**config.mk**
```make
export PLATFORM = sky130hd
export DESIGN_NAME = trisemus_table_cipher
export DESIGN_NICKNAME = d
export VERILOG_FILES = /design/src/rtl/ttc_pkg.sv /design/src/rtl/ttc_ram.sv /design/src/rtl/ttc_ctrl.sv /design/src/rtl/ttc_datapath.sv /design/src/rtl/trisemus_table_cipher.sv
export SDC_FILE = /design/constraint.sdc
export NUM_CORES = 1
export LEC_CHECK = 0
export BUFFER_PORTS_ARGS = -buffer_cell sky130_fd_sc_hd__buf_4
export CORE_ASPECT_RATIO = 1.25
export CORE_UTILIZATION = 60
export CTS_BUF_LIST = sky130_fd_sc_hd__clkbuf_4 sky130_fd_sc_hd__clkbuf_8
export DETAILED_ROUTE_END_ITERATION = 8
export MAX_ROUTING_LAYER = met4
export PLACE_DENSITY = 0.77
export SYNTH_ARGS = -nofsm -noshare
export SYNTH_HDL_FRONTEND = slang
export SYNTH_SLANG_ARGS = --single-unit
```
**constraint.sdc**
```tcl
create_clock -name clk -period 9.66 [get_ports clk]
set_input_delay 0.966 -clock clk [delete_from_list [all_inputs] [get_ports clk]]
set_output_delay 0.966 -clock clk [all_outputs]
set_load 0.02 [all_outputs]
```
**src/rtl/ttc_pkg.sv**
```systemverilog
// ttc_pkg: shared types, constants and lookup functions for the keyword-table cipher.
// Used by ttc_ctrl, ttc_datapath and trisemus_table_cipher; no dependencies.

package ttc_pkg;

  localparam int ALPHA_SIZE = 30;
  localparam int KEY_LENGTH = 6;
  localparam int TABLE_COLS = 6;
  localparam int LETTER_W   = 5;
  localparam int KEY_IDX_W  = 3;
  localparam int CHAR_W     = 16;
  localparam int CFG_ADDR_W = 3;
  localparam int CFG_DATA_W = 5;
  localparam int OUT_DATA_W = 24;

  // register indexes
  localparam logic [CFG_ADDR_W-1:0] REG_KEY_LAST  = 3'd5;
  localparam logic [CFG_ADDR_W-1:0] REG_DIRECTION = 3'd6;

  // row step forward and backward, as table positions
  localparam logic [LETTER_W:0] STEP_DOWN = 6'(TABLE_COLS);
  localparam logic [LETTER_W:0] STEP_UP   = 6'(ALPHA_SIZE - TABLE_COLS);

  typedef enum logic [2:0] {
    ST_IDLE,
    ST_CLEAR,
    ST_KEY,
    ST_FILL,
    ST_LOOK,
    ST_POS,
    ST_MAP
  } state_t;

  typedef struct packed {
    logic accept;
    logic clear;
    logic key_step;
    logic fill_step;
    logic look;
    logic pos;
    logic map_load;
  } cmd_t;

  typedef struct packed {
    logic tbl_ready;
    logic key_fail;
    logic key_last;
    logic fill_last;
    logic out_free;
  } status_t;

  typedef struct packed {
    logic                hit;
    logic [LETTER_W-1:0] idx;
  } alpha_hit_t;

  // code point of each alphabet letter
  function automatic logic [CHAR_W-1:0] alpha_code(input logic [LETTER_W-1:0] idx);
    logic [CHAR_W-1:0] c;
    case (idx)
      5'd0:    c = 16'h0041;
      5'd1:    c = 16'h00C4;
      5'd2:    c = 16'h0042;
      5'd3:    c = 16'h0043;
      5'd4:    c = 16'h0044;
      5'd5:    c = 16'h0045;
      5'd6:    c = 16'h0046;
      5'd7:    c = 16'h0047;
      5'd8:    c = 16'h0048;
      5'd9:    c = 16'h0049;
      5'd10:   c = 16'h004A;
      5'd11:   c = 16'h004B;
      5'd12:   c = 16'h004C;
      5'd13:   c = 16'h004D;
      5'd14:   c = 16'h004E;
      5'd15:   c = 16'h004F;
      5'd16:   c = 16'h00D6;
      5'd17:   c = 16'h0050;
      5'd18:   c = 16'h0051;
      5'd19:   c = 16'h0052;
      5'd20:   c = 16'h0053;
      5'd21:   c = 16'h00DF;
      5'd22:   c = 16'h0054;
      5'd23:   c = 16'h0055;
      5'd24:   c = 16'h00DC;
      5'd25:   c = 16'h0056;
      5'd26:   c = 16'h0057;
      5'd27:   c = 16'h0058;
      5'd28:   c = 16'h0059;
      5'd29:   c = 16'h005A;
      default: c = 16'h0000;
    endcase
    return c;
  endfunction

  // reverse lookup: code point to alphabet index
  function automatic alpha_hit_t alpha_lookup(input logic [CHAR_W-1:0] c);
    alpha_hit_t r;
    r.hit = 1'b0;
    r.idx = '0;
    for (int i = 0; i < ALPHA_SIZE; i++) begin
      if (alpha_code(LETTER_W'(i)) == c) begin
        r.hit = 1'b1;
        r.idx = LETTER_W'(i);
      end
    end
    return r;
  endfunction

  // latin-1 upper-casing, sharp s kept, everything above 0xff unchanged
  function automatic logic [CHAR_W-1:0] to_upper(input logic [CHAR_W-1:0] c);
    logic [CHAR_W-1:0] u;
    if (c >= 16'h0061 && c <= 16'h007A) begin
      u = c - 16'h0020;
    end else if (c >= 16'h00E0 && c <= 16'h00FE && c != 16'h00F7) begin
      u = c - 16'h0020;
    end else if (c == 16'h00B5) begin
      u = 16'h039C;
    end else if (c == 16'h00FF) begin
      u = 16'h0178;
    end else begin
      u = c;
    end
    return u;
  endfunction

endpackage

```
**src/rtl/ttc_ram.sv**
```systemverilog
// ttc_ram: generic single-write, single-read RAM with registered read data.
// No dependencies.

module ttc_ram #(
  parameter int WIDTH = 8,
  parameter int DEPTH = 32
) (
  input  logic                     clk,
  input  logic                     we,
  input  logic [$clog2(DEPTH)-1:0] waddr,
  input  logic [WIDTH-1:0]         wdata,
  input  logic                     re,
  input  logic [$clog2(DEPTH)-1:0] raddr,
  output logic [WIDTH-1:0]         rdata
);

  logic [WIDTH-1:0] mem [DEPTH];
  logic [WIDTH-1:0] rdata_r;

  always_ff @(posedge clk) begin
    if (we) begin
      mem[waddr] <= wdata;
    end
    if (re) begin
      rdata_r <= mem[raddr];
    end
  end

  assign rdata = rdata_r;

endmodule

```
**src/rtl/ttc_ctrl.sv**
```systemverilog
// ttc_ctrl: sequencer for table build and per-character lookup.
// Depends on ttc_pkg; drives ttc_datapath through ttc_pkg::cmd_t.

module ttc_ctrl (
  input  logic             clk,
  input  logic             rst_n,
  input  logic             in_tvalid,
  output logic             in_tready,
  input  ttc_pkg::status_t status,
  output ttc_pkg::cmd_t    cmd
);

  ttc_pkg::state_t state_r, state_nxt;

  always_ff @(posedge clk) begin
    if (!rst_n) begin
      state_r <= ttc_pkg::ST_IDLE;
    end else begin
      state_r <= state_nxt;
    end
  end

  always_comb begin
    state_nxt = state_r;
    cmd       = '0;
    in_tready = 1'b0;
    case (state_r)
      ttc_pkg::ST_IDLE: begin
        in_tready = 1'b1;
        if (in_tvalid) begin
          cmd.accept = 1'b1;
          // table is built lazily on the first request after reset or a key or direction write
          state_nxt  = status.tbl_ready ? ttc_pkg::ST_LOOK : ttc_pkg::ST_CLEAR;
        end
      end
      ttc_pkg::ST_CLEAR: begin
        cmd.clear = 1'b1;
        state_nxt = ttc_pkg::ST_KEY;
      end
      ttc_pkg::ST_KEY: begin
        cmd.key_step = 1'b1;
        if (status.key_fail) begin
          state_nxt = ttc_pkg::ST_LOOK;
        end else if (status.key_last) begin
          state_nxt = ttc_pkg::ST_FILL;
        end
      end
      ttc_pkg::ST_FILL: begin
        cmd.fill_step = 1'b1;
        if (status.fill_last) begin
          state_nxt = ttc_pkg::ST_LOOK;
        end
      end
      ttc_pkg::ST_LOOK: begin
        cmd.look  = 1'b1;
        state_nxt = ttc_pkg::ST_POS;
      end
      ttc_pkg::ST_POS: begin
        cmd.pos   = 1'b1;
        state_nxt = ttc_pkg::ST_MAP;
      end
      ttc_pkg::ST_MAP: begin
        if (status.out_free) begin
          cmd.map_load = 1'b1;
          state_nxt    = ttc_pkg::ST_IDLE;
        end
      end
      default: begin
        state_nxt = ttc_pkg::ST_IDLE;
      end
    endcase
  end

endmodule

```
**src/rtl/ttc_datapath.sv**
```systemverilog
// ttc_datapath: key registers, table build counters, the two table RAMs and output register.
// Depends on ttc_pkg and ttc_ram; commanded by ttc_ctrl.

module ttc_datapath (
  input  logic                             clk,
  input  logic                             rst_n,
  input  logic                             cfg_wr_en,
  input  logic [ttc_pkg::CFG_ADDR_W-1:0]   cfg_addr,
  input  logic [ttc_pkg::CFG_DATA_W-1:0]   cfg_wdata,
  input  logic [ttc_pkg::CHAR_W-1:0]       char_in,
  input  logic                             out_tready,
  output logic                             out_tvalid,
  output logic [ttc_pkg::OUT_DATA_W-1:0]   out_tdata,
  input  ttc_pkg::cmd_t                    cmd,
  output ttc_pkg::status_t                 status
);

  localparam int LW = ttc_pkg::LETTER_W;

  logic [LW-1:0]                   key_r [ttc_pkg::KEY_LENGTH];
  logic                            dir_r;
  logic                            tbl_ready_r;
  logic                            bad_r;
  logic [ttc_pkg::ALPHA_SIZE-1:0]  used_r;
  logic [LW-1:0]                   cnt_r;
  logic [LW-1:0]                   pos_r;
  logic [ttc_pkg::CHAR_W-1:0]      char_r;
  logic                            hit_r;
  logic                            out_valid_r;
  logic [ttc_pkg::CHAR_W-1:0]      out_char_r;
  logic                            out_err_r;

  logic [LW-1:0]                   key_cur;
  logic                            key_fail;
  ttc_pkg::alpha_hit_t             look;
  logic [LW:0]                     np_sum;
  logic [LW-1:0]                   np;

  logic                            lap_we, pol_we;
  logic [LW-1:0]                   lap_waddr, lap_wdata, pol_waddr, pol_wdata;
  logic [LW-1:0]                   pol_rdata, lap_rdata;

  assign key_cur  = key_r[cnt_r[ttc_pkg::KEY_IDX_W-1:0]];
  assign key_fail = (key_cur >= LW'(ttc_pkg::ALPHA_SIZE)) ? 1'b1 : used_r[key_cur];
  assign look     = ttc_pkg::alpha_lookup(char_r);

  // next table position, one row down or up with wraparound
  assign np_sum = {1'b0, pol_rdata} + (dir_r ? ttc_pkg::STEP_DOWN : ttc_pkg::STEP_UP);
  assign np     = (np_sum >= (LW+1)'(ttc_pkg::ALPHA_SIZE))
                  ? LW'(np_sum - (LW+1)'(ttc_pkg::ALPHA_SIZE)) : np_sum[LW-1:0];

  always_comb begin
    lap_we    = 1'b0;
    pol_we    = 1'b0;
    lap_waddr = pos_r;
    pol_wdata = pos_r;
    lap_wdata = cnt_r;
    pol_waddr = cnt_r;
    if (cmd.key_step && !key_fail) begin
      lap_we    = 1'b1;
      pol_we    = 1'b1;
      lap_wdata = key_cur;
      pol_waddr = key_cur;
    end else if (cmd.fill_step && !used_r[cnt_r]) begin
      lap_we = 1'b1;
      pol_we = 1'b1;
    end
  end

  ttc_ram #(.WIDTH(LW), .DEPTH(ttc_pkg::ALPHA_SIZE)) u_pol_ram (
    .clk   (clk),
    .we    (pol_we),
    .waddr (pol_waddr),
    .wdata (pol_wdata),
    .re    (cmd.look),
    .raddr (look.idx),
    .rdata (pol_rdata)
  );

  ttc_ram #(.WIDTH(LW), .DEPTH(ttc_pkg::ALPHA_SIZE)) u_lap_ram (
    .clk   (clk),
    .we    (lap_we),
    .waddr (lap_waddr),
    .wdata (lap_wdata),
    .re    (cmd.pos),
    .raddr (np),
    .rdata (lap_rdata)
  );

  // configuration and table status
  always_ff @(posedge clk) begin
    if (!rst_n) begin
      key_r[0]    <= 5'd5;
      key_r[1]    <= 5'd14;
      key_r[2]    <= 5'd9;
      key_r[3]    <= 5'd7;
      key_r[4]    <= 5'd13;
      key_r[5]    <= 5'd0;
      dir_r       <= 1'b1;
      tbl_ready_r <= 1'b0;
      bad_r       <= 1'b0;
    end else begin
      if (cfg_wr_en) begin
        if (cfg_addr <= ttc_pkg::REG_KEY_LAST) begin
          key_r[cfg_addr] <= cfg_wdata;
          tbl_ready_r     <= 1'b0;
        end else if (cfg_addr == ttc_pkg::REG_DIRECTION) begin
          dir_r       <= cfg_wdata[0];
          tbl_ready_r <= 1'b0;
        end
      end
      if (cmd.clear) begin
        bad_r <= 1'b0;
      end
      if (cmd.key_step && key_fail) begin
        bad_r       <= 1'b1;
        tbl_ready_r <= 1'b1;
      end
      if (cmd.fill_step && cnt_r == LW'(ttc_pkg::ALPHA_SIZE - 1)) begin
        tbl_ready_r <= 1'b1;
      end
    end
  end

  // build counters and used marks
  always_ff @(posedge clk) begin
    if (!rst_n) begin
      used_r <= '0;
      cnt_r  <= '0;
      pos_r  <= '0;
    end else if (cmd.clear) begin
      used_r <= '0;
      cnt_r  <= '0;
      pos_r  <= '0;
    end else if (cmd.key_step && !key_fail) begin
      used_r[key_cur] <= 1'b1;
      pos_r           <= pos_r + 1'b1;
      cnt_r           <= status.key_last ? '0 : cnt_r + 1'b1;
    end else if (cmd.fill_step) begin
      if (!used_r[cnt_r]) begin
        pos_r <= pos_r + 1'b1;
      end
      cnt_r <= cnt_r + 1'b1;
    end
  end

  // request payload
  always_ff @(posedge clk) begin
    if (cmd.accept) begin
      char_r <= ttc_pkg::to_upper(char_in);
    end
    if (cmd.look) begin
      hit_r <= look.hit && !bad_r;
    end
  end

  // output register
  always_ff @(posedge clk) begin
    if (!rst_n) begin
      out_valid_r <= 1'b0;
    end else if (cmd.map_load) begin
      out_valid_r <= 1'b1;
    end else if (out_tready) begin
      out_valid_r <= 1'b0;
    end
  end

  always_ff @(posedge clk) begin
    if (cmd.map_load) begin
      out_char_r <= hit_r ? ttc_pkg::alpha_code(lap_rdata) : char_r;
      out_err_r  <= bad_r;
    end
  end

  assign status.tbl_ready = tbl_ready_r;
  assign status.key_fail  = key_fail;
  assign status.key_last  = (cnt_r == LW'(ttc_pkg::KEY_LENGTH - 1));
  assign status.fill_last = (cnt_r == LW'(ttc_pkg::ALPHA_SIZE - 1));
  assign status.out_free  = !out_valid_r || out_tready;

  assign out_tvalid = out_valid_r;
  assign out_tdata  = {{(ttc_pkg::OUT_DATA_W - ttc_pkg::CHAR_W - 1){1'b0}},
                       out_err_r, out_char_r};

endmodule

```
**src/rtl/trisemus_table_cipher.sv**
```systemverilog
// Keyword-table substitution over the 30-letter German alphabet (5x6 table).
// A request goes from acceptance to a loaded result in order: accept it,
// read the letter's table position, step a row and read the letter there,
// and load the output register once it is free. The first request after
// reset or after a key or direction write first rebuilds the table (a
// clear, a step per keyword letter, then fill steps through the alphabet),
// cut short when a keyword letter is repeated or out of range, in which
// case every character comes back upper-cased only with key_error set.
// in_tready is low while a request is in work; a finished result waits in
// the output register.
// Depends on ttc_pkg, ttc_ctrl, ttc_datapath and ttc_ram.

module trisemus_table_cipher (
  input  logic                           clk,
  input  logic                           rst_n,
  input  logic                           cfg_wr_en,
  input  logic [ttc_pkg::CFG_ADDR_W-1:0] cfg_addr,
  input  logic [ttc_pkg::CFG_DATA_W-1:0] cfg_wdata,
  input  logic                           in_tvalid,
  output logic                           in_tready,
  input  logic [ttc_pkg::CHAR_W-1:0]     in_tdata,   // [15:0] char_in
  output logic                           out_tvalid,
  input  logic                           out_tready,
  output logic [ttc_pkg::OUT_DATA_W-1:0] out_tdata   // [15:0] char_out, [16] key_error
);

  ttc_pkg::cmd_t    cmd;
  ttc_pkg::status_t status;

  ttc_ctrl u_ctrl (
    .clk       (clk),
    .rst_n     (rst_n),
    .in_tvalid (in_tvalid),
    .in_tready (in_tready),
    .status    (status),
    .cmd       (cmd)
  );

  ttc_datapath u_datapath (
    .clk        (clk),
    .rst_n      (rst_n),
    .cfg_wr_en  (cfg_wr_en),
    .cfg_addr   (cfg_addr),
    .cfg_wdata  (cfg_wdata),
    .char_in    (in_tdata),
    .out_tready (out_tready),
    .out_tvalid (out_tvalid),
    .out_tdata  (out_tdata),
    .cmd        (cmd),
    .status     (status)
  );

endmodule
```
# Word-level counts from Yosys, hierarchy flattened
# Memory sizes are Yosys's and may differ from the RTL's. A register that Yosys moved wholly into a read port is not among the register bits.
# Cells that the tools add are included.
# W data, S select, Z words.
op_classes:
  n_reduce_logical: 26
  eq_ne: 47
  addsub: 5
  bitwise: 3
  order_cmp: 10
  muxes: 91
op_table:
  columns: ["cell", "n"]
  rows:
  - ["$eq A7 B16 Y1 const A", 26]
  - ["$mux W6", 30]
  - ["$mux W16", 5]
  - ["$eq A8 B16 Y1 const A", 4]
  - ["$mux W5", 10]
  - ["$mux W1", 33]
  - ["$eq A16 B8 Y1 const B", 2]
  - ["$or A30 B30 Y30", 1]
  - ["$mux W3", 9]
  - ["$pmux W3 S7", 1]
  - ["$ge A16 B7 Y1 const B", 1]
  - ["$ge A16 B8 Y1 const B", 1]
  - ["$le A16 B7 Y1 const B", 1]
  - ["$le A16 B8 Y1 const B", 1]
  - ["$ne A16 B8 Y1 const B", 1]
  - ["$sub A16 B6 Y16 const B", 1]
  - ["$eq A3 B3 Y1 const B", 4]
  - ["$lt A5 B6 Y1 const B", 2]
  - ["$add A5 B1 Y5 const B", 2]
  - ["$bmux W1 S5", 2]
  - ["$logic_and A1 B1 Y1", 9]
  - ["$add A5 B5 Y6", 1]
  - ["$eq A3 B2 Y1 const B", 2]
  - ["$ge A6 B5 Y1 const B", 1]
  - ["other kinds (23)", 32]
totals:
  word_cells: 198
  inputBits: 29
  romBits: 224
  register_bits: 81
  ram_bits: 330
  memories: 4
memory_table:
  columns: ["memory", "depth", "width", "read_ports", "rd_clocked_by_memory_dff", "wr", "line_no", "rtl"]
  rows:
  - ["(no name shown)", 32, 7, 1, 0, 0, "ttc_pkg.sv:60", "case (idx)"]
  - ["u_datapath.u_lap_ram.mem", 30, 5, 1, 1, 1, "ttc_ram.sv:17", "logic [WIDTH-1:0] mem [DEPTH];"]
  - ["u_datapath.u_pol_ram.mem", 30, 5, 1, 1, 1, "ttc_ram.sv:17", null]
  - ["u_datapath.key_r", 6, 5, 1, 1, 6, "ttc_datapath.sv:20", "logic [LW-1:0] key_r [ttc_pkg::KEY_LENGTH];"]

# Depth between registers and ports, before layout
# Gate-level depths: netlist of run 1.
depth:
  ltp_word: 32
  ltp_mapped: 13
  mapped_depth_nobuf: 11

# By module
# A second synthesis of run 1 with hierarchy kept.
hier_totals:
  cells_unflattened: 1427
  hier_area_um2: 19991.7
modules_own_cells:
  columns: ["module", "instances", "cells_per_inst", "area_each_um2", "seq_area_each_um2"]
  rows:
  - ["ttc_ram", 2, 327, 6256.0, 4654.5]
  - ["ttc_datapath", 1, 730, 7168.1, 3163.0]
  - ["ttc_ctrl", 1, 43, 311.5, 60.1]

# Worst setup path before layout of run 1
# OpenSTA, ideal clock, no wires.
synth_path:
  path_type: "register -> register"
  from: "register (tool-made name)"
  to: "memory u_datapath.u_lap_ram.mem[0][1] in the netlist's numbering (data pin)"
  setup_ps: 439
  setup_slack_ps: 5435
  t_arrival_ps: 3786
  stages_incl_launch_ff: 10
  path_buffers: 3
  synth_period_minus_slack_ps: 4225
  cell_sequence: "dfxtp_1 buf_6 buf_6 mux4_2 mux2i_1 mux2_2 a2111oi_4 a21oi_4 buf_2 o21ai_0"
synth_rtl:
  columns: ["item", "line_no"]
  rows:
  - ["end: declaration", "ttc_ram.sv:17"]

==> out/summary.log, run 1 <==
INFO  final_layout   net_count_final=1587
INFO  synth          synth.lib_cells_used.distinct=86
INFO  die            die-area=0.0340sqmm
INFO  synth          synth_cells=1490
INFO  drt            vias_per_cell=6.36
INFO  final_layout   n_antenna_cell=0
INFO  synth          synthFlopType=edfxtp_1
INFO  worst_setup_path critPathRequiredTime=9.97ns
INFO  die            die_width=165um
INFO  place          dp_hpwl=30.9mm
INFO  clock_tree     cts_post_setup_buffers_inserted=0
INFO  synth          count_of_flip_flops_with_a_built_in_enable_after_synthesis=384
INFO  drt            drt-wirelength-per-cell=22.7um
INFO  final_layout   synthToLayoutAreaGrowth=9.69%
INFO  die            placement_rows=74
INFO  synth          synth.yosys.seq_area_share=62.8%
INFO  synth          syn-cell-area=0.0200sqmm
INFO  place          global_placement_routability_congestion=0.971
INFO  drt            ant_nets=0
INFO  run            max-cap-violations=0
INFO  global_routing antenna_found_initial=0
INFO  place          place_area=0.0206sqmm
INFO  final_layout   post-route-cell-area=0.0219sqmm
INFO  synth          post_synth.cell_area_avg=13.4squm
INFO  global_routing grt_pass1_wl=69.9mm
INFO  timing         finClkSkew=0.0338ns
INFO  die            initial_core_util=61.1%
INFO  synth          yosysWarnings=0
INFO  pwr            power-per-cell-area=195mW/mm^2
INFO  place          numPortBuffers=47
INFO  timing         setup_viol=0
INFO  drt            router_iterations_before_antenna_repair=5
INFO  clock_tree     cts_tree=built
INFO  timing         report.final.slew_viol_count=0
INFO  pwr            power_leakage=0.00766uW
INFO  timing         tightest_pin_transition=1.18ns
INFO  die            core_region_area=0.0327sqmm
INFO  global_routing number_of_global_route_vias_before_repair=12.5k
INFO  clock_tree     cts_buffer_depth=3
INFO  worst_setup_path critical_path_peak_fanout=27
INFO  die            io-pin-count=55
INFO  place          post-place-cells=1894
INFO  die            die_y=206um
INFO  timing         finalSetupTns=0ns
INFO  timing         max_freq=187MHz
INFO  global_routing track_usage=28.3%
INFO  drt            detailedRoute.firstIterationViolations=1200
INFO  drt            routed_wl=45.5mm
INFO  global_routing global_route.overflow_total=0
INFO  worst_setup_path kind_of_critical_path=reg2reg
INFO  pwr            ir_drop=0.105mV
INFO  outcome        run_status=complete, no violations
INFO  clock_tree     cts_repair_resized_insts=0
INFO  clock_tree     cts-buffers-inserted=60
INFO  synth          ys_ff_latch=434
INFO  clock_tree     cts_hold_repair.buffers=0
INFO  drt            via_count=12.8k
INFO  worst_setup_path worst-endpoint-arrival=5.66ns
INFO  timing         timing.max_slew.rel_slack=21.2%
INFO  clock_tree     clock_latency_at_the_later_pin_of_the_worst_skew_pair=0.65ns
INFO  final_layout   drive_gt1_share=16.6%
INFO  clock_tree     cts_root_buf=clkbuf_8
INFO  global_routing grt_max_degree=52
INFO  drt            post-route-drc-count=0
INFO  synth          synthArstFlopShare=0%
INFO  worst_setup_path startpoint_type=flop
INFO  clock_tree     clock-sinks=434
INFO  clock_tree     cts_max_level=2
INFO  timing         whs=0.483ns
INFO  timing         setup_repair_after_global_routing_missed_its_margin=no
INFO  timing         crit_share_post_route=55.4%
INFO  timing         report.final.hold_viol_count=0
INFO  hold_path      min-delay-path-class=reg2reg
INFO  worst_setup_path element_type_at_the_critical_path_end=flop
INFO  timing         layout_min_cycle_time=5.35ns
INFO  final_layout   stdcell_count=2005
INFO  clock_tree     cts_clock_pin_slew_for_the_worst_setup_and_hold_paths=0.07ns
==> worst max-delay path: stages (launching register included) <==
cell and delay [ns]:
dfxtp_1 0.95, mux4_2 0.61, mux2i_1 0.85, mux2_2 0.47
a2111oi_4 0.52, a21oi_4 0.27, buf_4 0.31, o21ai_1 0.77
nor2_1 0.29
==> sequential cells by signal, indices dropped and copies added, names as in the netlist, named ones only <==
name	cells
u_ctrl.state_r	3
u_datapath.bad_r	1
u_datapath.char_r	16
u_datapath.cnt_r	5
u_datapath.dir_r	1
u_datapath.hit_r	1
u_datapath.key_r	40
u_datapath.lap_waddr	5
u_datapath.out_char_r	16
u_datapath.out_err_r	1
u_datapath.out_tvalid	1
u_datapath.tbl_ready_r	1
u_datapath.u_lap_ram.mem	150
u_datapath.u_lap_ram.rdata	5
u_datapath.u_pol_ram.mem	150
u_datapath.u_pol_ram.rdata	5
u_datapath.used_r	30
==> logic make-up after synthesis <==
kind of cell,share of synthesized area (%)
AOI/OAI and AO/OA,9.99
xor gates and xnor gates,0.132
adders and majority gates,1.29
buffers and inverters,2.97
DFF,62.8
muxes,12.0
other,0.0188
and+or+nand+nor,10.8
==> metrics by stage <==
stage / total power (uW) / utilization (%) / worst slack (ns)
after CTS: 4280 / 67.0 / 4.36
after global routing: 4410 / 67.0 / 3.98
after floorplan: 2640 / - / 5.44
after global placement: 2810 / 63.1 / 4.50
after detailed placement: 2820 / 63.1 / 4.28
final: 4260 / 67.0 / 4.31
==> synthesized netlist by cell type (5+ instances only) <==
cell type | instances | area, sq um
clkbuf_1 | 51 | 191
a21oi_1 | 61 | 305
a221oi_1 | 5 | 43.8
nand2b_1 | 19 | 119
a31o_2 | 6 | 52.6
o22ai_1 | 5 | 31.3
o211ai_1 | 10 | 75.1
nand3b_1 | 10 | 75.1
ha_1 | 19 | 238
a211oi_1 | 42 | 315
and3_1 | 9 | 56.3
dfxtp_1 | 50 | 1000
buf_4 | 12 | 90.1
or3_1 | 8 | 50.1
a22oi_1 | 9 | 67.6
mux2_2 | 11 | 124
edfxtp_1 | 384 | 11500
mux4_2 | 47 | 1060
a31oi_1 | 24 | 150
or2_2 | 7 | 43.8
nand2_1 | 125 | 469
a21o_1 | 11 | 82.6
buf_2 | 22 | 110
nand4_1 | 13 | 81.3
nand3_1 | 42 | 210
inv_1 | 39 | 146
nor2_1 | 107 | 402
and2_1 | 9 | 56.3
mux2i_1 | 116 | 1160
nor2b_1 | 39 | 244
nor4_1 | 5 | 31.3
nor3_1 | 19 | 95.1
o21ai_0 | 54 | 270
==> routing by layer <==
| layer | GRT usage (%) | share of wire, % | up-vias |
|---|---|---|---|
| met5 | - | 0 | - |
| met4 | 14.1 | 4.6 | 0 |
| met3 | 4.31 | 6.6 | 137 |
| met2 | 46.0 | 50 | 575 |
| met1 | 34.6 | 39 | 6230 |
| li1 | - | - | 5811 |
==> cell type report <==
type | count | area [sq um]
clock buffers | 83 | 1020
well taps | 418 | 523
flip-flops and latches | 434 | 12500
fillers | 2368 | 10800
clock inverters | 28 | 238
repair buffers | 63 | 473
inverters | 39 | 146
multi-input cells | 940 | 6950
==> report_power, final <==
group	switching (uW)	internal, uW
sequential	58.0	2110
combinational	398	222
clock	676	794
==> path summary, 6_finish.rpt <==
kind / startpoint / cells after the start / slack [ns] / to
max reg2reg: flop / 8 / 4.31 / u_datapath.u_lap_ram.mem[10][1]
min reg2reg: u_datapath.used_r[11] / 2 / 0.48 / u_datapath.used_r[11]
max: flop / 8 / 4.31 / u_datapath.u_lap_ram.mem[10][1]
min: u_datapath.used_r[11] / 2 / 0.48 / u_datapath.used_r[11]
==> placed cells by master, fill, tap and decap left out, drive strengths merged, types with 39 or more instances in the layout <==
| cell type | count |
|---|---|
| a211oi | 43 |
| a21oi | 62 |
| buf | 63 |
| clkbuf | 83 |
| dfxtp | 50 |
| edfxtp | 384 |
| inv | 39 |
| mux2i | 116 |
| mux4 | 49 |
| nand2 | 125 |
| nand3 | 42 |
| nor2 | 108 |
| nor2b | 39 |
| o21ai | 58 |
(Power assumes the default switching activity.)
==> inputs of run 2 (changes only) <==
--- a/config.mk
+++ b/config.mk
@@ -5,6 +5,7 @@
 export SDC_FILE = /design/constraint.sdc
 export NUM_CORES = 1
 export LEC_CHECK = 0
+export ABC_AREA = 1
 export BUFFER_PORTS_ARGS = -buffer_cell sky130_fd_sc_hd__buf_4
 export CORE_ASPECT_RATIO = 1.25
 export CORE_UTILIZATION = 60
==> constraint.sdc (replaced) <==
create_clock -name clk -period 5.1 [get_ports clk]
set_input_delay 0.51 -clock clk [delete_from_list [all_inputs] [get_ports clk]]
set_output_delay 0.51 -clock clk [all_outputs]
set_load 0.02 [all_outputs]
==> run 2 against run 1 <==
Global-route usage is 0.21 points lower; worst setup slack got worse by 3.7 ns; worst hold slack got worse by 0.37 ns; largest cell class unchanged; power up 140%; critical endpoint is now u_datapath.u_pol_ram.mem[22][2].
==> out/summary.log, run 2 <==
INFO  place          numPortBuffers=47 [unchanged]
INFO  pwr            power-per-cell-area=447mW/mm^2 [+130%]
INFO  worst_setup_path element_type_at_the_critical_path_end=flop
INFO  pwr            ir_drop=0.312mV [+200%]
INFO  synth          synth.largest_area_cell=edfxtp_1
INFO  clock_tree     cts_buffer_depth=3 [unchanged]
INFO  global_routing antenna_found_initial=0 [unchanged]
INFO  drt            drt-wirelength-per-cell=18.3um [-20%]
INFO  synth          synth_cells=2061 [+38%]
INFO  drt            ant_nets=0 [unchanged]
INFO  timing         finalWorstSetupSlack=0.618ns [-3.69 ns]
INFO  timing         crit_share_post_route=87.9% [+32 points]
INFO  drt            routed_wl=47.3mm [+4.0%]
INFO  synth          synthArstFlopShare=0% [unchanged]
INFO  synth          synth_commonest_cells=nand2_1 (431), edfxtp_1 (384), nand3_1 (227)
INFO  global_routing track_usage=28.1% [-0.21 points]
INFO  final_layout   layout.cells.most_common=nand2_1
INFO  synth          yosysWarnings=0 [unchanged]
INFO  timing         whs=0.110ns [-0.373 ns]
INFO  drt            post-route-drc-count=0 [unchanged]
INFO  outcome        run_status=complete, no violations
INFO  die            initial_core_util=61.0% [about the same]
INFO  die            die_width=168um [+1.5%]
INFO  clock_tree     cts_tree=built
INFO  pwr            power_leakage=0.00863uW [+13%]
INFO  die            io-pin-count=55 [unchanged]
INFO  hold_path      min_path_cells=1 [-1]
INFO  hold_path      min-delay-path-class=in2reg
INFO  clock_tree     clock-sinks=434 [unchanged]
INFO  timing         timing.max_slew.rel_slack=18.9% [-2.3 points]
INFO  place          place_area=0.0212sqmm [+2.8%]
INFO  timing         finClkSkew=0.0280ns [-0.00573 ns]
INFO  final_layout   reg_top3=u_datapath.u_lap_ram.mem: 150 flops, u_datapath.u_pol_ram.mem: 150 flops, u_datapath.key_r: 40 flops
INFO  final_layout   layout.cells.most_common_list=nand2_1 (429), edfxtp_1 (384), nand3_1 (226)
INFO  timing         setup_viol=0 [unchanged]
INFO  synth          dominant_cell_by_count_in_the_synthesized_netlist=nand2_1
INFO  clock_tree     cts_clock_pin_slew_for_the_worst_setup_and_hold_paths=0.06ns [about the same]
INFO  worst_setup_path critPathRequiredTime=5.34ns [-4.63 ns]
INFO  clock_tree     cts-buffers-inserted=67 [+12%]
INFO  drt            router_iterations_before_antenna_repair=6 [+1]
INFO  final_layout   synthToLayoutAreaGrowth=9.73% [about the same]
INFO  synth          synth.yosys.seq_area_share=61.0% [-1.8 points]
INFO  final_layout   n_antenna_cell=0 [unchanged]
INFO  global_routing grt_max_degree=81 [+56%]
INFO  run            max-cap-violations=0 [unchanged]
INFO  die            die_y=209um [+1.5%]
INFO  drt            vias_per_cell=5.83 [-8.3%]
INFO  die            placement_rows=75 [+1.4%]
INFO  synth          synth.lib_cells_used.distinct=56 [-35%]
INFO  clock_tree     clock_latency_at_the_later_pin_of_the_worst_skew_pair=0.60ns [-0.05 ns]
INFO  drt            detailedRoute.firstIterationViolations=1436 [+20%]
INFO  place          dp_hpwl=31.8mm [+3.2%]
INFO  worst_setup_path worst-endpoint-arrival=4.72ns [-0.94 ns]
INFO  global_routing number_of_global_route_vias_before_repair=14.4k [+16%]
INFO  worst_setup_path startpoint_type=flop
INFO  final_layout   fillers=2585 [+9.2%]
INFO  place          global_placement_routability_congestion=1.01 [+4.3%]
INFO  place          placement.setup.worst_slack=0.378ns [-3.90 ns]
INFO  pwr            finalPower=10100uW [+140%]
INFO  global_routing grt_pass1_wl=74.0mm [+5.8%]
INFO  worst_setup_path register_to_register_path_depth=17 [+9]
INFO  synth          count_of_flip_flops_with_a_built_in_enable_after_synthesis=384 [unchanged]
INFO  clock_tree     cts_hold_repair.buffers=0 [unchanged]
INFO  synth          synthFlopType=edfxtp_1
INFO  final_layout   post-route-cell-area=0.0226sqmm [+3.1%]
INFO  timing         report.final.hold_viol_count=0 [unchanged]
INFO  die            die-area=0.0350sqmm [+3.0%]
INFO  global_routing global_route.overflow_total=0 [unchanged]
INFO  drt            via_count=15.1k [+18%]
INFO  clock_tree     cts_root_buf=clkbuf_8
INFO  timing         tightest_pin_transition=1.21ns [+0.0340 ns]
INFO  clock_tree     cts_max_level=3 [+1]
INFO  final_layout   net_count_final=2164 [+36%]
INFO  worst_setup_path kind_of_critical_path=reg2reg
INFO  timing         finalSetupTns=0ns [unchanged]
INFO  die            core_region_area=0.0337sqmm [+3.1%]
INFO  timing         report.final.slew_viol_count=0 [unchanged]
INFO  timing         setup_repair_after_global_routing_missed_its_margin=no
INFO  timing         layout_min_cycle_time=4.48ns [-0.872 ns]
INFO  synth          ys_ff_latch=434 [unchanged]
INFO  final_layout   drive_gt1_share=11.0% [-5.6 points]
INFO  timing         max_freq=223MHz [+19%]
INFO  synth          post_synth.cell_area_avg=9.98squm [-26%]
INFO  synth          synth_top_area_share=56.1% [-1.7 points]
INFO  synth          syn-cell-area=0.0206sqmm [+3.0%]
INFO  worst_setup_path critical_path_peak_fanout=24 [-11%]
INFO  synth          synth_area_leaders=edfxtp_1 (56%), nand2_1 (7.9%), nand3_1 (5.5%), dfxtp_1 (4.9%), nor2_1 (4.0%)
-- run 2: layout make-up --
| class | count | area (sq um) | share of cell area [%] |
|---|---|---|---|
| flip-flops and latches | 434 | 12500 | 55.6 |
| multi-input cells | 1352 | 6900 | 30.6 |
| clock buffers | 88 | 1090 | 4.84 |
| inverters | 189 | 713 | 3.16 |
| repair buffers | 71 | 533 | 2.36 |
| well taps | 423 | 529 | 2.35 |
| clock inverters | 33 | 263 | 1.16 |
-- run 2: timing repair --
item | 4_1_cts | 5_1_grt
endpoints found under the setup margin | 0 | 37
setup buffers | 0 | 0
resized for setup | 0 | 1
-- run 2: critical path: stages, from the launching register on --
cell and delay [ns]:
dfxtp_2 0.55, inv_2 0.23, or2_0 0.25, nand2_1 0.06, o211ai_1 0.12, nand2_4 0.26, inv_4 0.11, nor2_4 0.35
nand2_1 0.09, nand3_1 0.09, nand2_1 0.05, nand2_1 0.07, nor2_1 0.04, nand2_1 0.30, nand3_4 0.27, nand2_2 0.31
nand3_1 0.44, nor2_1 0.51
-- run 2: metrics by stage --
stage,cells,utilization (%)
global placement,2469,62.9
finish,2590,67.0
global route,2590,67.0
detailed placement,2469,62.9
CTS,2590,67.0
floorplan,2077,-
-- run 2: report_power, final --
part	leakage (uW)	switching [uW]	internal, uW
Clock	0.000698	1330	1570
Sequential	0.00384	144	4310
Combinational	0.00409	2000	735
-- run 2: cell families (layout without fill, tap and decap cells) --
kind of cell    after synthesis  in the layout  share of synthesized area, %
fa+ha+maj                    20             20                          1.25
xor+xnor                      7              7                         0.298
flops                       434            434                          61.0
compound gates              210            210                          6.04
buf+inv                     291            381                          5.90
mux                          70             70                          3.41
other cells                   1             17                        0.0182
simple gates               1028           1028                          22.1
-- run 2: final timing paths --
path,from,to,slack [ns]
setup / recovery,flop,u_datapath.u_pol_ram.mem[22][2],0.62
hold / removal,in_tdata[14],u_datapath.char_r[14],0.11
setup reg to reg,flop,u_datapath.u_pol_ram.mem[22][2],0.62
hold reg to reg,u_datapath.used_r[15],u_datapath.used_r[15],0.47
-- run 2: routing by layer --
metal	GRT usage [%]	up-vias	share of wire, %
met3	4.38	125	6.8
met5	-	-	0
met1	34.2	7083	40
met2	47.3	634	50
li1	-	7263	-
met4	10.9	0	3.0
==> inputs of run 3 (changes only) <==
--- a/config.mk
+++ b/config.mk
@@ -7,12 +7,14 @@
 export LEC_CHECK = 0
 export ABC_AREA = 1
 export BUFFER_PORTS_ARGS = -buffer_cell sky130_fd_sc_hd__buf_4
+export CELL_PAD_IN_SITES_DETAIL_PLACEMENT = 0
+export CELL_PAD_IN_SITES_GLOBAL_PLACEMENT = 1
 export CORE_ASPECT_RATIO = 1.25
-export CORE_UTILIZATION = 60
+export CORE_UTILIZATION = 52
 export CTS_BUF_LIST = sky130_fd_sc_hd__clkbuf_4 sky130_fd_sc_hd__clkbuf_8
 export DETAILED_ROUTE_END_ITERATION = 8
 export MAX_ROUTING_LAYER = met4
-export PLACE_DENSITY = 0.77
+export PLACE_DENSITY_LB_ADDON = 0.1
 export SYNTH_ARGS = -nofsm -noshare
 export SYNTH_HDL_FRONTEND = slang
 export SYNTH_SLANG_ARGS = --single-unit
==> run 3 against run 2 <==
The flow now finishes with violations (DRC); clock power is 14% higher; non-clock buffer count grew 4; sequential power grew 1%; maximum frequency rose by 4.8%; critical path type unchanged; power grew 4.7%; critical endpoint is now u_datapath.u_lap_ram.mem[28][4]; via count decreased by 1.3%.
==> out/summary.log, run 3 (synthesis results as in run 2) <==
INFO  die            die-area=0.0403sqmm [+15%]
INFO  worst_setup_path worst_path_max_delay_cell=dfxtp_1
INFO  clock_tree     cts_max_level=3 [unchanged]
INFO  timing         setup_viol=0 [unchanged]
INFO  clock_tree     cts_tree=built
INFO  timing         max_freq=234MHz [+4.8%]
INFO  pwr            seq_power_share=42.7% [-1.4 points]
INFO  global_routing grt_max_degree=62 [-23%]
INFO  drt            ant_nets=0 [unchanged]
INFO  pwr            finalPower=10600uW [+4.7%]
INFO  die            placement_rows=81 [+8.0%]
INFO  worst_setup_path startpoint_type=flop
INFO  worst_setup_path worst_r2r_endpoint=u_datapath.u_lap_ram.mem[28][4]
INFO  final_layout   net_count_final=2171 [+0.32%]
INFO  drt            routed_wl=49.3mm [+4.2%]
INFO  die            die_width=180um [+7.3%]
INFO  run            max-cap-violations=0 [unchanged]
INFO  pwr            power-per-cell-area=462mW/mm^2 [+3.2%]
INFO  timing         timing.max_slew.rel_slack=16.9% [-2.0 points]
INFO  worst_setup_path delay_of_the_slowest_cell_on_the_worst_path=0.53ns [-0.02 ns]
INFO  global_routing grt_pass1_wl=77.4mm [+4.6%]
INFO  global_routing track_usage=25.5% [-2.6 points]
INFO  clock_tree     cts-buffers-inserted=70 [+4.5%]
INFO  timing         finalSetupTns=0ns [unchanged]
INFO  final_layout   layout.cells.most_common=nand2_1
INFO  drt            vias_per_cell=5.57 [-4.6%]
INFO  timing         setup_repair_after_global_routing_missed_its_margin=no
INFO  pwr            logic_gate_share_of_total_power=26.0% [-1.1 points]
INFO  place          dp_hpwl=33.0mm [+3.6%]
INFO  pwr            net_switching_power=3590uW [+3.2%]
INFO  clock_tree     cts_clock_pin_slew_for_the_worst_setup_and_hold_paths=0.06ns [about the same]
INFO  global_routing number_of_global_route_vias_before_repair=14.8k [+2.3%]
INFO  drt            drt-wirelength-per-cell=18.4um [+0.76%]
INFO  clock_tree     cts_root_buf=clkbuf_8
INFO  outcome        violated_checks=DRC
INFO  pwr            ir_drop=0.266mV [-15%]
INFO  worst_setup_path register_to_register_path_depth=17 [unchanged]
INFO  place          placement.setup.worst_slack=0.764ns [+0.386 ns]
INFO  global_routing gr-usage-met2=44.3% [-3.0 points]
INFO  global_routing grt_use_met3=3.35% [-1.0 points]
INFO  hold_path      hold_path.startpoint=in_tdata[10]
INFO  outcome        run_status=finished, violations left
INFO  global_routing grtUsageMet1=30.6% [-3.6 points]
INFO  worst_setup_path critPathRequiredTime=5.37ns [+0.03 ns]
INFO  pwr            power_leakage=0.00876uW [+1.5%]
INFO  pwr            clock_power_share=31.3% [+2.5 points]
INFO  timing         finClkSkew=0.0240ns [-0.00404 ns]
INFO  die            core_region_area=0.0390sqmm [+16%]
INFO  drt            detailedRoute.firstIterationViolations=1044 [-27%]
INFO  worst_setup_path reg2reg_slack=0.82ns [+0.21 ns]
INFO  clock_tree     cts_repair_resized_insts=0 [unchanged]
INFO  drt            post-route-drc-count=4 [+4]
INFO  pwr            swShare=34.0% [-0.50 points]
INFO  clock_tree     cts_hold_repair.buffers=0 [unchanged]
INFO  die            die_y=224um [+7.3%]
INFO  hold_path      min-delay-path-class=in2reg
INFO  global_routing global_route.overflow_total=0 [unchanged]
INFO  timing         finalWorstSetupSlack=0.825ns [+0.207 ns]
INFO  worst_setup_path element_type_at_the_critical_path_end=flop
INFO  final_layout   synthToLayoutAreaGrowth=11.3%
INFO  die            initial_core_util=52.7% [-8.3 points]
INFO  final_layout   layout.cells.most_common_list=nand2_1 (429), edfxtp_1 (384), nand3_1 (226)
INFO  global_routing antenna_found_initial=1 [+1]
INFO  final_layout   stdcell_count=2678 [+3.4%]
INFO  clock_tree     cts_post_setup_buffers_inserted=0 [unchanged]
INFO  worst_setup_path critical_path_peak_fanout=24 [unchanged]
INFO  final_layout   fillers=3364 [+30%]
INFO  worst_setup_path worst-endpoint-arrival=4.54ns [-0.18 ns]
INFO  worst_setup_path kind_of_critical_path=reg2reg
INFO  clock_tree     clock_latency_at_the_later_pin_of_the_worst_skew_pair=0.64ns [+0.04 ns]
INFO  drt            router_iterations_before_antenna_repair=8 [+2]
INFO  hold_path      whs_endpoint=u_datapath.char_r[10]
INFO  timing         whs=0.0860ns [-0.0245 ns]
INFO  place          global_placement_routability_congestion=0.896 [-12%]
INFO  timing         crit_share_post_route=83.8% [-4.1 points]
INFO  final_layout   drive_gt1_share=11.2% [+0.17 points]
INFO  timing         report.final.slew_viol_count=0 [unchanged]
INFO  drt            via_count=14.9k [-1.3%]
INFO  pwr            cellInternalPower=6970uW [+5.5%]
INFO  clock_tree     cts_buffer_depth=3 [unchanged]
INFO  hold_path      min_path_cells=1 [unchanged]
INFO  worst_setup_path cell_chain_of_the_critical_path=inv_2, or2_0, nand2_1, o211ai_1, nand2_4, inv_4, nor2_4, nand2_1, nand3_1, nand2_1, nand2_1, nor2_1, nand2_1, nand3_4, nand2_2, nand2_1, nor2_1
INFO  timing         tightest_pin_transition=1.24ns [+0.0237 ns]
INFO  timing         report.final.hold_viol_count=0 [unchanged]
INFO  worst_setup_path most_repeated_library_cell_on_the_critical_path=nand2_1
INFO  place          post-place-cells=2548 [+3.2%]
INFO  die            io-pin-count=55 [unchanged]
INFO  place          numPortBuffers=47 [unchanged]
INFO  global_routing busiest_layer=met2
INFO  final_layout   reg_top3=u_datapath.u_lap_ram.mem: 150 flops, u_datapath.u_pol_ram.mem: 150 flops, u_datapath.key_r: 40 flops
INFO  timing         layout_min_cycle_time=4.28ns [-0.207 ns]
INFO  clock_tree     clock-sinks=434 [unchanged]
## run 3: power groups by stage
stage	Sequential, uW	Combinational (uW)	Clock [uW]
global placement	4590	2730	0
floorplan	4490	1970	0
detailed placement	4590	2730	0
CTS	4510	2740	3370
finish	4510	2740	3310
global route	4540	3040	3500
## run 3: layout make-up
cell class	count	area [sq um]	area share, %
repair buffers	75	563	2.46
clock buffers	89	1120	4.89
well taps	498	623	2.72
clock inverters	40	434	1.90
inverters	189	713	3.12
diodes	1	2.50	0.0109
flip-flops and latches	434	12500	54.8
multi-input cells	1352	6890	30.1
## run 3: worst max-delay path by stage
stage	startpoint	end	cells past startpoint
floorplan	flop	u_datapath.u_pol_ram.mem[10][0]	19
global placement	flop	u_datapath.u_lap_ram.mem[17][3]	17
detailed placement	flop	u_datapath.u_lap_ram.mem[16][0]	17
CTS	flop	u_datapath.u_lap_ram.mem[16][0]	17
global route	flop	u_datapath.u_lap_ram.mem[29][3]	17
finish	flop	u_datapath.u_lap_ram.mem[28][4]	17
## run 3: stage by stage
stage	area [sq um]	util [%]
CTS	22900	58.6
detailed placement	21300	54.7
finish	22900	58.6
global route	22900	58.6
floorplan	20600	-
global placement	21300	54.7
## run 3: per-layer routing
layer	wire, um	vias to the layer above
met3	2570	97
met1	20500	7086
met5	0	-
met2	25100	439
met4	1100	0
li1	-	7282
## run 3: critical path: cells and delay by family (launching register included)
family	cells	cell delay, ns
DFF	1	0.53
AOI/OAI and AO/OA	1	0.12
buffers and inverters	2	0.35
and+or+nand+nor	14	2.91
